[config.mk]
export PLATFORM = sky130hd
export DESIGN_NAME = work_session_alarm_timer_core_flat
export DESIGN_NICKNAME = d
export VERILOG_FILES = /design/src/design/wsat_pkg.sv /design/src/design/wsat_if.sv /design/src/design/wsat_cfg_regs.sv /design/src/design/wsat_ctrl.sv /design/src/design/wsat_out_reg.sv /design/src/design/work_session_alarm_timer_core.sv /design/src/flat_wrapper.sv
export SDC_FILE = /design/constraint.sdc
export NUM_CORES = 1
export LEC_CHECK = 0
export ABC_CLOCK_PERIOD_IN_PS = 5290
export BUFFER_PORTS_ARGS = -buffer_cell sky130_fd_sc_hd__buf_4
export CAP_MARGIN = 5
export CORE_MARGIN = 5
export CORE_UTILIZATION = 56
export DETAILED_ROUTE_END_ITERATION = 8
export GPL_ROUTABILITY_DRIVEN = 0
export GPL_TIMING_DRIVEN = 0
export PLACE_DENSITY = 0.73
export SLEW_MARGIN = 20
export SYNTH_ARGS = -nofsm -noshare
export SYNTH_HDL_FRONTEND = slang
export SYNTH_HIERARCHICAL = 1
export SYNTH_SLANG_ARGS = --single-unit
[constraint.sdc]
create_clock -name clk_i -period 5.29 [get_ports clk_i]
set_clock_uncertainty 0.2 [all_clocks]
set_input_delay 0.529 -clock clk_i [delete_from_list [all_inputs] [get_ports clk_i]]
set_output_delay 0.529 -clock clk_i [all_outputs]
set_load 0.02 [all_outputs]
[src/design/wsat_pkg.sv]
// shared types, register codes and reset constants for the work session alarm timer
package wsat_pkg;

  // counter width default
  localparam int unsigned CountWidth = 32;

  // configuration register width and index width
  localparam int unsigned CfgDataWidth = 32;
  localparam int unsigned CfgIdxWidth  = 3;

  // register reset values
  localparam logic [CfgDataWidth-1:0] RestTicksDef       = 32'd60000;
  localparam logic [CfgDataWidth-1:0] WorkTicksDef       = 32'd2400000;
  localparam logic [CfgDataWidth-1:0] AlarmQuietTicksDef = 32'd60000;
  localparam logic [CfgDataWidth-1:0] BreakGraceTicksDef = 32'd20000;
  localparam logic [CfgDataWidth-1:0] BlinkTicksDef      = 32'd500;

  // register indexes
  typedef enum logic [CfgIdxWidth-1:0] {
    CFG_REST_TICKS  = 3'd0,
    CFG_WORK_TICKS  = 3'd1,
    CFG_QUIET_TICKS = 3'd2,
    CFG_GRACE_TICKS = 3'd3,
    CFG_BLINK_TICKS = 3'd4
  } cfg_idx_e;

  // phase codes
  typedef enum logic [2:0] {
    PH_REST  = 3'd0,
    PH_WORK  = 3'd1,
    PH_ALARM = 3'd2,
    PH_QUIET = 3'd3,
    PH_GRACE = 3'd4
  } phase_e;

  // limits handed to the controller
  typedef struct packed {
    logic [CfgDataWidth-1:0] rest_ticks;
    logic [CfgDataWidth-1:0] work_ticks;
    logic [CfgDataWidth-1:0] alarm_quiet_ticks;
    logic [CfgDataWidth-1:0] break_grace_ticks;
    logic [CfgDataWidth-1:0] blink_ticks;
  } wsat_cfg_t;

  // one result item
  typedef struct packed {
    logic [2:0] phase;
    logic       alarm_out;
    logic       rest_chirp;
  } wsat_result_t;

endpackage

[src/design/wsat_if.sv]
// request channel interfaces: tick input, result output and register writes

interface wsat_in_if;
  logic valid;
  logic ready;
  logic sensor_high;
  modport source (output valid, output sensor_high, input ready);
  modport sink (input valid, input sensor_high, output ready);
endinterface

interface wsat_out_if;
  logic       valid;
  logic       ready;
  logic [2:0] phase;
  logic       alarm_out;
  logic       rest_chirp;
  modport source (output valid, output phase, output alarm_out, output rest_chirp,
                  input ready);
  modport sink (input valid, input phase, input alarm_out, input rest_chirp,
                output ready);
endinterface

interface wsat_cfg_if;
  logic        valid;
  logic        ready;
  logic [2:0]  index;
  logic [31:0] data;
  modport source (output valid, output index, output data, input ready);
  modport sink (input valid, input index, input data, output ready);
endinterface

[src/design/wsat_cfg_regs.sv]
// configuration register file for the timer limits
module wsat_cfg_regs
  import wsat_pkg::*;
(
  input  logic                    clk_i,
  input  logic                    rst_ni,
  input  logic                    wr_en_i,
  input  logic [CfgIdxWidth-1:0]  wr_idx_i,
  input  logic [CfgDataWidth-1:0] wr_data_i,
  output wsat_cfg_t               cfg_o
);

  wsat_cfg_t cfg_q, cfg_d;

  // decode the write index, unknown indexes are dropped
  always_comb begin
    cfg_d = cfg_q;
    if (wr_en_i) begin
      case (cfg_idx_e'(wr_idx_i))
        CFG_REST_TICKS:  cfg_d.rest_ticks        = wr_data_i;
        CFG_WORK_TICKS:  cfg_d.work_ticks        = wr_data_i;
        CFG_QUIET_TICKS: cfg_d.alarm_quiet_ticks = wr_data_i;
        CFG_GRACE_TICKS: cfg_d.break_grace_ticks = wr_data_i;
        CFG_BLINK_TICKS: cfg_d.blink_ticks       = wr_data_i;
        default: ;
      endcase
    end
  end

  // register storage
  always_ff @(posedge clk_i or negedge rst_ni) begin
    if (!rst_ni) begin
      cfg_q.rest_ticks        <= RestTicksDef;
      cfg_q.work_ticks        <= WorkTicksDef;
      cfg_q.alarm_quiet_ticks <= AlarmQuietTicksDef;
      cfg_q.break_grace_ticks <= BreakGraceTicksDef;
      cfg_q.blink_ticks       <= BlinkTicksDef;
    end else begin
      cfg_q <= cfg_d;
    end
  end

  assign cfg_o = cfg_q;

endmodule

[src/design/wsat_ctrl.sv]
// phase state machine, saturating counters and blink machine, one tick per request
module wsat_ctrl
  import wsat_pkg::*;
#(
  parameter int unsigned COUNT_WIDTH = CountWidth
) (
  input  logic         clk_i,
  input  logic         rst_ni,
  input  logic         tick_i,
  input  logic         absent_i,
  input  wsat_cfg_t    cfg_i,
  output wsat_result_t result_o
);

  localparam int unsigned CmpWidth = (COUNT_WIDTH > CfgDataWidth) ? COUNT_WIDTH : CfgDataWidth;

  phase_e                 phase_q, phase_d;
  logic                   started_q, started_d;
  logic [COUNT_WIDTH-1:0] elapsed_q, elapsed_d;
  logic                   rest_complete_q, rest_complete_d;
  logic                   alarm_level_q, alarm_level_d;
  logic                   blink_waiting_q, blink_waiting_d;
  logic [COUNT_WIDTH-1:0] blink_elapsed_q, blink_elapsed_d;
  logic                   chirp;

  logic [COUNT_WIDTH-1:0] elapsed_inc, blink_inc;
  logic [CmpWidth-1:0]    elapsed_ext, blink_ext;
  logic                   work_reached, quiet_reached, grace_reached, rest_reached;
  logic                   blink_reached;

  // saturating increments
  assign elapsed_inc = (&elapsed_q) ? elapsed_q : elapsed_q + 1'b1;
  assign blink_inc   = (&blink_elapsed_q) ? blink_elapsed_q : blink_elapsed_q + 1'b1;

  // limit compares on the incremented counts
  assign elapsed_ext   = CmpWidth'(elapsed_inc);
  assign blink_ext     = CmpWidth'(blink_inc);
  assign work_reached  = elapsed_ext >= CmpWidth'(cfg_i.work_ticks);
  assign quiet_reached = elapsed_ext >= CmpWidth'(cfg_i.alarm_quiet_ticks);
  assign grace_reached = elapsed_ext >= CmpWidth'(cfg_i.break_grace_ticks);
  assign rest_reached  = elapsed_ext >= CmpWidth'(cfg_i.rest_ticks);
  assign blink_reached = blink_ext >= CmpWidth'(cfg_i.blink_ticks);

  // next state and result for one tick
  always_comb begin
    phase_d         = phase_q;
    started_d       = started_q;
    elapsed_d       = elapsed_q;
    rest_complete_d = rest_complete_q;
    alarm_level_d   = alarm_level_q;
    blink_waiting_d = blink_waiting_q;
    blink_elapsed_d = blink_elapsed_q;
    chirp           = 1'b0;
    if (!started_q) begin
      // first tick only picks the phase
      started_d = 1'b1;
      phase_d   = absent_i ? PH_REST : PH_WORK;
      elapsed_d = '0;
    end else begin
      elapsed_d       = elapsed_inc;
      blink_elapsed_d = blink_inc;
      case (phase_q)
        PH_WORK: begin
          if (work_reached) begin
            phase_d   = PH_ALARM;
            elapsed_d = '0;
            // zero elapsed is still below a non-zero limit
            if (absent_i && (cfg_i.work_ticks != '0)) begin
              phase_d = PH_GRACE;
            end
          end else if (absent_i) begin
            phase_d   = PH_GRACE;
            elapsed_d = '0;
          end
        end
        PH_ALARM: begin
          if (!blink_waiting_q) begin
            alarm_level_d   = ~alarm_level_q;
            blink_elapsed_d = '0;
            blink_waiting_d = 1'b1;
          end else if (blink_reached) begin
            blink_waiting_d = 1'b0;
          end
          if (absent_i) begin
            phase_d       = PH_QUIET;
            elapsed_d     = '0;
            alarm_level_d = 1'b0;
          end
        end
        PH_QUIET: begin
          if (quiet_reached && absent_i) begin
            phase_d   = PH_REST;
            elapsed_d = '0;
          end else if (!quiet_reached && !absent_i) begin
            phase_d   = PH_ALARM;
            elapsed_d = '0;
          end
        end
        PH_GRACE: begin
          if (grace_reached && absent_i) begin
            phase_d   = PH_REST;
            elapsed_d = '0;
          end else if (!grace_reached && !absent_i) begin
            phase_d   = PH_WORK;
            elapsed_d = '0;
          end
        end
        default: begin
          // resting, and any unknown phase falls back here
          phase_d = PH_REST;
          if (rest_reached && !rest_complete_q) begin
            rest_complete_d = 1'b1;
            chirp           = 1'b1;
          end
          if (!absent_i) begin
            phase_d = PH_WORK;
            if (rest_complete_d) begin
              elapsed_d       = '0;
              rest_complete_d = 1'b0;
            end
          end
        end
      endcase
    end
  end

  // state registers, advanced on each accepted tick
  always_ff @(posedge clk_i or negedge rst_ni) begin
    if (!rst_ni) begin
      phase_q         <= PH_REST;
      started_q       <= 1'b0;
      elapsed_q       <= '0;
      rest_complete_q <= 1'b0;
      alarm_level_q   <= 1'b0;
      blink_waiting_q <= 1'b0;
      blink_elapsed_q <= '0;
    end else if (tick_i) begin
      phase_q         <= phase_d;
      started_q       <= started_d;
      elapsed_q       <= elapsed_d;
      rest_complete_q <= rest_complete_d;
      alarm_level_q   <= alarm_level_d;
      blink_waiting_q <= blink_waiting_d;
      blink_elapsed_q <= blink_elapsed_d;
    end
  end

  assign result_o.phase      = phase_d;
  assign result_o.alarm_out  = alarm_level_d;
  assign result_o.rest_chirp = chirp;

endmodule

[src/design/wsat_out_reg.sv]
// result register with handshake, refilled in the cycle it drains
module wsat_out_reg
  import wsat_pkg::*;
(
  input  logic         clk_i,
  input  logic         rst_ni,
  input  logic         load_i,
  input  wsat_result_t result_i,
  input  logic         out_ready_i,
  output logic         out_valid_o,
  output wsat_result_t result_o,
  output logic         space_o
);

  logic         valid_q, valid_d;
  wsat_result_t result_q;

  // free when empty or being taken this cycle
  assign space_o = !valid_q || out_ready_i;

  always_comb begin
    valid_d = valid_q;
    if (load_i) begin
      valid_d = 1'b1;
    end else if (out_ready_i) begin
      valid_d = 1'b0;
    end
  end

  // control
  always_ff @(posedge clk_i or negedge rst_ni) begin
    if (!rst_ni) begin
      valid_q <= 1'b0;
    end else begin
      valid_q <= valid_d;
    end
  end

  // payload
  always_ff @(posedge clk_i) begin
    if (load_i) begin
      result_q <= result_i;
    end
  end

  assign out_valid_o = valid_q;
  assign result_o    = result_q;

endmodule

[src/design/work_session_alarm_timer_core.sv]
// top level of the work session alarm timer
// a result is registered and shown in the cycle after its tick request is accepted
// throughput: one tick per cycle while the result register has space
// the result register frees itself in the cycle its result is taken
// reset: limits return to their defaults, phase to resting and every counter to zero
module work_session_alarm_timer_core
  import wsat_pkg::*;
#(
  parameter int unsigned COUNT_WIDTH = CountWidth
) (
  input  logic         clk_i,
  input  logic         rst_ni,
  wsat_in_if.sink      in_i,
  wsat_out_if.source   out_o,
  wsat_cfg_if.sink     cfg_i
);

  wsat_cfg_t    cfg;
  wsat_result_t tick_result;
  wsat_result_t out_result;
  logic         space;
  logic         tick_accept;

  // register writes are always taken
  assign cfg_i.ready = 1'b1;

  wsat_cfg_regs u_cfg_regs (
    .clk_i     (clk_i),
    .rst_ni    (rst_ni),
    .wr_en_i   (cfg_i.valid),
    .wr_idx_i  (cfg_i.index),
    .wr_data_i (cfg_i.data),
    .cfg_o     (cfg)
  );

  // tick request handshake
  assign in_i.ready  = space;
  assign tick_accept = in_i.valid && space;

  wsat_ctrl #(
    .COUNT_WIDTH (COUNT_WIDTH)
  ) u_ctrl (
    .clk_i    (clk_i),
    .rst_ni   (rst_ni),
    .tick_i   (tick_accept),
    .absent_i (in_i.sensor_high),
    .cfg_i    (cfg),
    .result_o (tick_result)
  );

  wsat_out_reg u_out_reg (
    .clk_i       (clk_i),
    .rst_ni      (rst_ni),
    .load_i      (tick_accept),
    .result_i    (tick_result),
    .out_ready_i (out_o.ready),
    .out_valid_o (out_o.valid),
    .result_o    (out_result),
    .space_o     (space)
  );

  assign out_o.phase      = out_result.phase;
  assign out_o.alarm_out  = out_result.alarm_out;
  assign out_o.rest_chirp = out_result.rest_chirp;

endmodule

[src/flat_wrapper.sv]
// flat-port wrapper written by rule: the top's interface ports become plain ports
module work_session_alarm_timer_core_flat import wsat_pkg::*;
#(
  parameter int unsigned COUNT_WIDTH = CountWidth
)
  (clk_i, rst_ni, in_i_valid, in_i_sensor_high, in_i_ready, out_o_valid, out_o_phase, out_o_alarm_out, out_o_rest_chirp, out_o_ready, cfg_i_valid, cfg_i_index, cfg_i_data, cfg_i_ready);
  wsat_in_if in_i_i ();
  wsat_out_if out_o_i ();
  wsat_cfg_if cfg_i_i ();
  input  logic clk_i;
  input  logic rst_ni;
  input wire logic [$bits(in_i_i.valid)-1:0] in_i_valid;
  input wire logic [$bits(in_i_i.sensor_high)-1:0] in_i_sensor_high;
  output wire logic [$bits(in_i_i.ready)-1:0] in_i_ready;
  output wire logic [$bits(out_o_i.valid)-1:0] out_o_valid;
  output wire logic [$bits(out_o_i.phase)-1:0] out_o_phase;
  output wire logic [$bits(out_o_i.alarm_out)-1:0] out_o_alarm_out;
  output wire logic [$bits(out_o_i.rest_chirp)-1:0] out_o_rest_chirp;
  input wire logic [$bits(out_o_i.ready)-1:0] out_o_ready;
  input wire logic [$bits(cfg_i_i.valid)-1:0] cfg_i_valid;
  input wire logic [$bits(cfg_i_i.index)-1:0] cfg_i_index;
  input wire logic [$bits(cfg_i_i.data)-1:0] cfg_i_data;
  output wire logic [$bits(cfg_i_i.ready)-1:0] cfg_i_ready;
  assign in_i_i.valid = in_i_valid;
  assign in_i_i.sensor_high = in_i_sensor_high;
  assign in_i_ready = in_i_i.ready;
  assign out_o_valid = out_o_i.valid;
  assign out_o_phase = out_o_i.phase;
  assign out_o_alarm_out = out_o_i.alarm_out;
  assign out_o_rest_chirp = out_o_i.rest_chirp;
  assign out_o_i.ready = out_o_ready;
  assign cfg_i_i.valid = cfg_i_valid;
  assign cfg_i_i.index = cfg_i_index;
  assign cfg_i_i.data = cfg_i_data;
  assign cfg_i_ready = cfg_i_i.ready;
  work_session_alarm_timer_core #(.COUNT_WIDTH(COUNT_WIDTH)) u_core (.clk_i(clk_i), .rst_ni(rst_ni), .in_i(in_i_i), .out_o(out_o_i), .cfg_i(cfg_i_i));
endmodule
Yosys cells after proc, flatten, opt, wreduce, memory -nomap -nowiden:

Cells that the tools add are included.
W data, S select, Z words.

* logic and storage cells: 100
* input bits: 41
* output and inout port bits: 8
* register bits: 237

* muxes and demuxes: 38
* equality and inequality tests: 8
* bitwise gates (word level): 3
* add/subtract/negate cells: 2
* reductions and logical operators: 28
* order comparisons: 5

Operators with widths (count)
* $mux W32: 13
* $ge A32 B32 Y1: 5
* $pmux W32 S4: 1
* $add A32 B1 Y32 const B: 2
* $reduce_and A32 Y1: 2
* $reduce_bool A32 Y1: 1
* $mux W3: 9
* $mux W1: 14
* $eq A3 B2 Y1 const B: 4
* $pmux W3 S4: 1
* $reduce_and A2 Y1: 6
* $logic_and A1 B1 Y1: 7
* $eq A3 B1 Y1 const B: 2
* $eq A3 B3 Y1 const B: 2
* $reduce_and A3 Y1: 2
* $logic_not A1 Y1: 5
* $reduce_or A5 Y1: 1
* $reduce_or A4 Y1: 1
* $logic_not A3 Y1: 1
* $not A1 Y1: 3
* $reduce_bool A2 Y1: 1
* $logic_or A1 B1 Y1: 1

Logic depth before layout (Yosys ltp):

* word-level depth: 11
* mapped depth: 20
* mapped depth without buffers: 18

Modules after synthesis:

The synthesis kept the hierarchy.

By module, submodules not included
* wsat_ctrl: seq. area each 1776.7 µm², area an instance 8732.1 µm², cells an instance 1090, times used 1
* wsat_cfg_regs: seq. area each 4045.1 µm², area an instance 6074.6 µm², cells an instance 343, times used 1
* wsat_out_reg: seq. area each 175.2 µm², area an instance 197.7 µm², cells an instance 8, times used 1
* work_session_alarm_timer_core: seq. area each 0.0 µm², area an instance 17.5 µm², cells an instance 3, times used 1

Worst setup path after synthesis:

Ideal clock, no wire load.

* path kind: register -> register
* start point: reg u_core.u_ctrl.elapsed_q[26]
* end point: reg u_core.u_ctrl.elapsed_q[26]
* buffers on the path: 2
* library setup time: 0.065 ns
* arrival: 4.363 ns
* cell stages (with the launch flop): 20
* path slack: 0.662 ns
* required time: 5.025 ns
* clock period less this slack: 4.628 ns
* path through: dfrtp_1 and4_4 and4_1 clkbuf_2 and2_1 a211oi_2 and2b_1 nand3_1 xnor2_1 ha_1 a21o_1 a21oi_1 o221ai_1 a2111o_1 a31oi_4 mux2i_1 a22oi_2 buf_6 a2111oi_0 a21o_1

* word-level cells in the longest chain between the ends: 11
* elaborated cells between the ends (all ways): 27
* classes of those cells: add/sub (1); order compare (4); mux (14); reduce/logical (8)

RTL lines
* from (decl): RTL line wsat_ctrl.sv:19 `logic [COUNT_WIDTH-1:0] elapsed_q, elapsed_d;`
* from (signal assigned): RTL line wsat_ctrl.sv:140 `elapsed_q <= elapsed_d;`
* $add A32 B1 Y32 or $reduce_and A32 Y1 (tied branches): RTL line wsat_ctrl.sv:32 `assign elapsed_inc = (&elapsed_q) ? elapsed_q : elapsed_q + 1'b1;`
* $mux W32 (*): RTL line wsat_ctrl.sv:32
* $ge A32 B32 Y1: RTL line wsat_ctrl.sv:41 `assign rest_reached = elapsed_ext >= CmpWidth'(cfg_i.rest_ticks);`
* $logic_and A1 B1 Y1: RTL line wsat_ctrl.sv:111 `if (rest_reached && !rest_complete_q) begin`
* $mux W1: RTL line wsat_ctrl.sv:111
* $mux W1: RTL line wsat_ctrl.sv:62 `case (phase_q)`
* $mux W1: RTL line wsat_ctrl.sv:54 `if (!started_q) begin`
* $mux W32: RTL line wsat_ctrl.sv:117 `if (rest_complete_d) begin`
* $mux W32: RTL line wsat_ctrl.sv:115 `if (!absent_i) begin`
* $pmux W32 S4 (*): RTL line wsat_ctrl.sv:62
* $mux W32 (*): RTL line wsat_ctrl.sv:54

Every way passes the cells marked *; elsewhere a longest branch is shown, timed or not. The select of a mux whose other input is x is not followed.
A chain may end at the register's enable or synchronous reset.

Final worst setup path:

* start point: reg u_core.u_ctrl.elapsed_q[9]
* end point: reg u_core.u_ctrl.elapsed_q[26]

Same word-level chain as after synthesis.

==> results.cfg <==
[global_route]
grt_pass1_vias = 11620
gr-usage-all-layers_pct = 25.0
grt.overflow.total = 0
grt_max_degree = 87
antenna_found_initial = 0
grt_pass1_wl_um = 61200

[detailed_routing]
routed_wl_um = 38300
wl_per_cell_um = 20.2
drt-pass1-iter-count = 5
drtAntennaViolNets = 0
remaining_drc_errors = 0
drtIter0Drc = 666
via_count = 11439
routed_via_density = 6.04

[sta]
rsz0062_at_grt = true
period_needed_ps = 5170
finalSetupTns_ps = 0
slew_viol_final = 0
slew_headroom_pct = 38.1
hold_viol_final = 0
tightest_slew_ps = 924
finalCritPeriodShare_pct = 97.8
fmax_mhz = 193
setup_violations = 0

[clocking]
cts_tree = built
clock_sink_count = 237
ctsHtreeMaxLevel = 1
cts-root-buf = clkbuf_16
cts.clk_slew.worst_paths_ps = 60
cts_max_path_buffers = 3
cts_buffers = 27
clk_latency_ps = 540

[synth]
synth-main-ff-cell = dfrtp_1
yosysSeqAreaShare_pct = 39.9
synth_cells = 1444
async_flop_share_pct = 97.9
synthesis.area_um2 = 15000
synth.distinct_cells = 77
yosysWarnings = 6
syn_nets = 1647
synth-seq-cells = 237
avgSynthCellArea_um2 = 10.4
synth_edf_count = 5

[finish]
final_nets = 1737
n_fill_cell = 2054
drive_gt1_share_pct = 25.4
final_cells = 1895
final_area_um2 = 17200
synthToLayoutAreaGrowth_pct = 14.7
antenna_cells = 0

[pwr]
intPower_mw = 4.00
peakVddDrop_v = 0.000303
netSwitchingFraction_pct = 30.1
p_switching_mw = 1.72
clock_power_share_pct = 33.7
comb_power_share_pct = 24.9
power.total_mw = 5.72
power.leakage_nw = 8.43
pwr_density_cell_nw_per_um2 = 332
sequentialPowerShare_pct = 41.4

[floorplan]
die_x_um = 174
fp.dieH_um = 174
die-area_um2 = 30200
placement_rows = 60
core_area_um2 = 26700
pin_count = 49
start_util_pct = 56.4

[flow_run]
maxCapViolCount = 0

[setup_path]
critical_path_peak_fanout = 10
startpoint_type = flip-flop
worstPathRequired_ps = 5560
arrival_ps = 5440
crit_path_end_kind = flip-flop
criticalPathCategory = reg -> reg

[placed_design]
postPlaceCellArea_um2 = 15900
hpwl_um = 27800
port_buffers = 46
dpl.cell_count = 1833

[outcome]
status = completed

[min_path]
hold_path.class = in -> reg
## path summary, 6_finish.rpt
check	from	end	slack (ps)	depth (start not counted)
worst max-delay path	u_core/u_ctrl/elapsed_q[9]	u_core/u_ctrl/elapsed_q[26]	120	17
worst min-delay path	cfg_i_data[1]	u_core/u_cfg_regs/cfg_o[33]	70	2
worst max register to register	u_core/u_ctrl/elapsed_q[9]	u_core/u_ctrl/elapsed_q[26]	120	17
worst min register to register	u_core/u_cfg_regs/cfg_o[18]	u_core/u_cfg_regs/cfg_o[18]	280	1
max in group asynchronous	rst_ni	u_core/u_cfg_regs/cfg_o[37]	3300	4
min in group asynchronous	rst_ni	u_core/u_cfg_regs/cfg_o[49]	370	2
## state kept, by name, indices dropped and copies added, names as in the netlist
| signal | flops |
|---|---|
| u_core/u_ctrl/started_q | 1 |
| u_core/u_out_reg/out_valid_o | 1 |
| u_core/u_ctrl/rest_complete_q | 1 |
| u_core/u_ctrl/blink_elapsed_q | 32 |
| u_core/u_ctrl/elapsed_q | 32 |
| u_core/u_cfg_regs/cfg_o | 160 |
| u_core/u_out_reg/result_o | 5 |
| u_core/u_ctrl/blink_waiting_q | 1 |
| u_core/u_ctrl/alarm_level_q | 1 |
| u_core/u_ctrl/phase_q | 3 |
## per-layer routing
| layer | part of all wire [%] | GRT usage (%) | vias up |
|---|---|---|---|
| met5 | 0 | 0 | - |
| met4 | 3.5 | 8.25 | 0 |
| met3 | 5.7 | 4.27 | 79 |
| met2 | 47 | 40.6 | 336 |
| met1 | 44 | 34.2 | 5665 |
| li1 | - | - | 5359 |
## per-stage QoR
step                      utilization (%)  hold slack, ps  setup slack, ps
after CTS                            63.7            56.6             6.13
after global routing                 64.7            65.0            -76.5
after global placement               59.3             269             -840
final                                64.7            67.3              118
after detailed placement             59.5             277             -913
after floorplan                         -            33.4              662
## power by group through the flow
stage	sequential, mW	clock [mW]	combinational, mW
finish	2.37	1.93	1.43
global route	2.40	2.05	1.60
CTS	2.36	1.96	1.39
detailed placement	2.39	0	1.35
global placement	2.38	0	1.29
floorplan	2.33	0	0.991
## kinds of logic after synthesis
kind of cell               Yosys count  share of synthesized area, %
and+or+nand+nor                    344                          12.4
buffers and inverters              218                          6.43
AOI/OAI and AO/OA                  266                          12.4
xor gates and xnor gates            48                          2.80
DFF                                237                          39.9
adders and majority gates          162                          13.5
other                                1                        0.0250
muxes                              168                          12.6
## synthesized netlist by cell type (9+ instances only)
master / count / area share (%)
dfrtp_1: 199 / 33
inv_1: 166 / 4.1
ha_1: 162 / 13
mux2_2: 154 / 12
nand2_1: 99 / 2.5
a21oi_1: 59 / 2.0
o21ai_0: 53 / 1.8
nor2_1: 48 / 1.2
nand3_1: 41 / 1.4
xnor2_1: 34 / 2.0
dfstp_2: 33 / 5.8
nand4_1: 33 / 1.4
a22o_1: 30 / 1.7
a21o_1: 23 / 1.1
and3_1: 21 / 0.87
clkbuf_1: 21 / 0.52
o31ai_1: 18 / 0.90
buf_6: 16 / 1.2
xor2_1: 14 / 0.82
a2111oi_0: 13 / 0.76
mux2_1: 12 / 0.90
nor4_1: 12 / 0.50
o21a_1: 12 / 0.60
and4_1: 11 / 0.64
nand2b_1: 11 / 0.46
nor2b_1: 11 / 0.46
and2_1: 10 / 0.42
or2_2: 10 / 0.42
buf_2: 9 / 0.30
nor3_1: 9 / 0.30
## layout make-up
| cell class | count | area (µm²) | area share (%) |
|---|---|---|---|
| Clock buffer | 44 | 840 | 4.87 |
| Clock inverter | 5 | 81.3 | 0.472 |
| Buffer | 50 | 342 | 1.98 |
| Timing Repair Buffer | 62 | 515 | 2.99 |
| Tap cell | 341 | 427 | 2.48 |
| Inverter | 167 | 627 | 3.64 |
| Multi-Input combinational cell | 989 | 8400 | 48.7 |
| Sequential cell | 237 | 6000 | 34.8 |
## placed cells by master (no fill, tap or decap), types with 10 or more instances in the layout
cell type	count
nand4_1	33
and4_1	11
or2_2	10
ha_1	159
a21o_1	23
dfrtp_1	194
nor2b_1	11
buf_6	16
o31ai_1	16
dfstp_2	33
nor4_1	10
nor2_1	47
inv_1	166
clkbuf_1	26
and3_1	20
o21ai_0	52
buf_4	63
xor2_1	13
nand2b_1	11
a21oi_1	57
a22o_1	30
mux2_2	154
clkbuf_8	10
clkbuf_16	27
xnor2_1	25
nand3_1	37
nand2_1	95
o21a_1	11
mux2_1	12
## worst max-delay path: stages, from the launching register on
cell	delay, ps
dfrtp_1	440
and3_2	290
nand3_1	130
nor4_4	280
buf_4	210
nand3_1	270
xnor2_2	420
ha_1	300
nand2b_1	150
a2111o_1	410
a221oi_1	500
o311ai_1	170
nand2_2	190
o31ai_2	110
o21a_2	300
clkbuf_4	240
a2111oi_0	340
a21o_1	130
## timing repair
| item | CTS | global route |
|---|---|---|
| pin swaps | 3 | 10 |
| hold endpoints to repair | 77 | 0 |
| setup buffers | 3 | 10 |
| setup endpoints to repair | 39 | 34 |
| hold buffers | 1 | 0 |
| resized for setup | 27 | 44 |
Power figures use the tool's default switching activity.
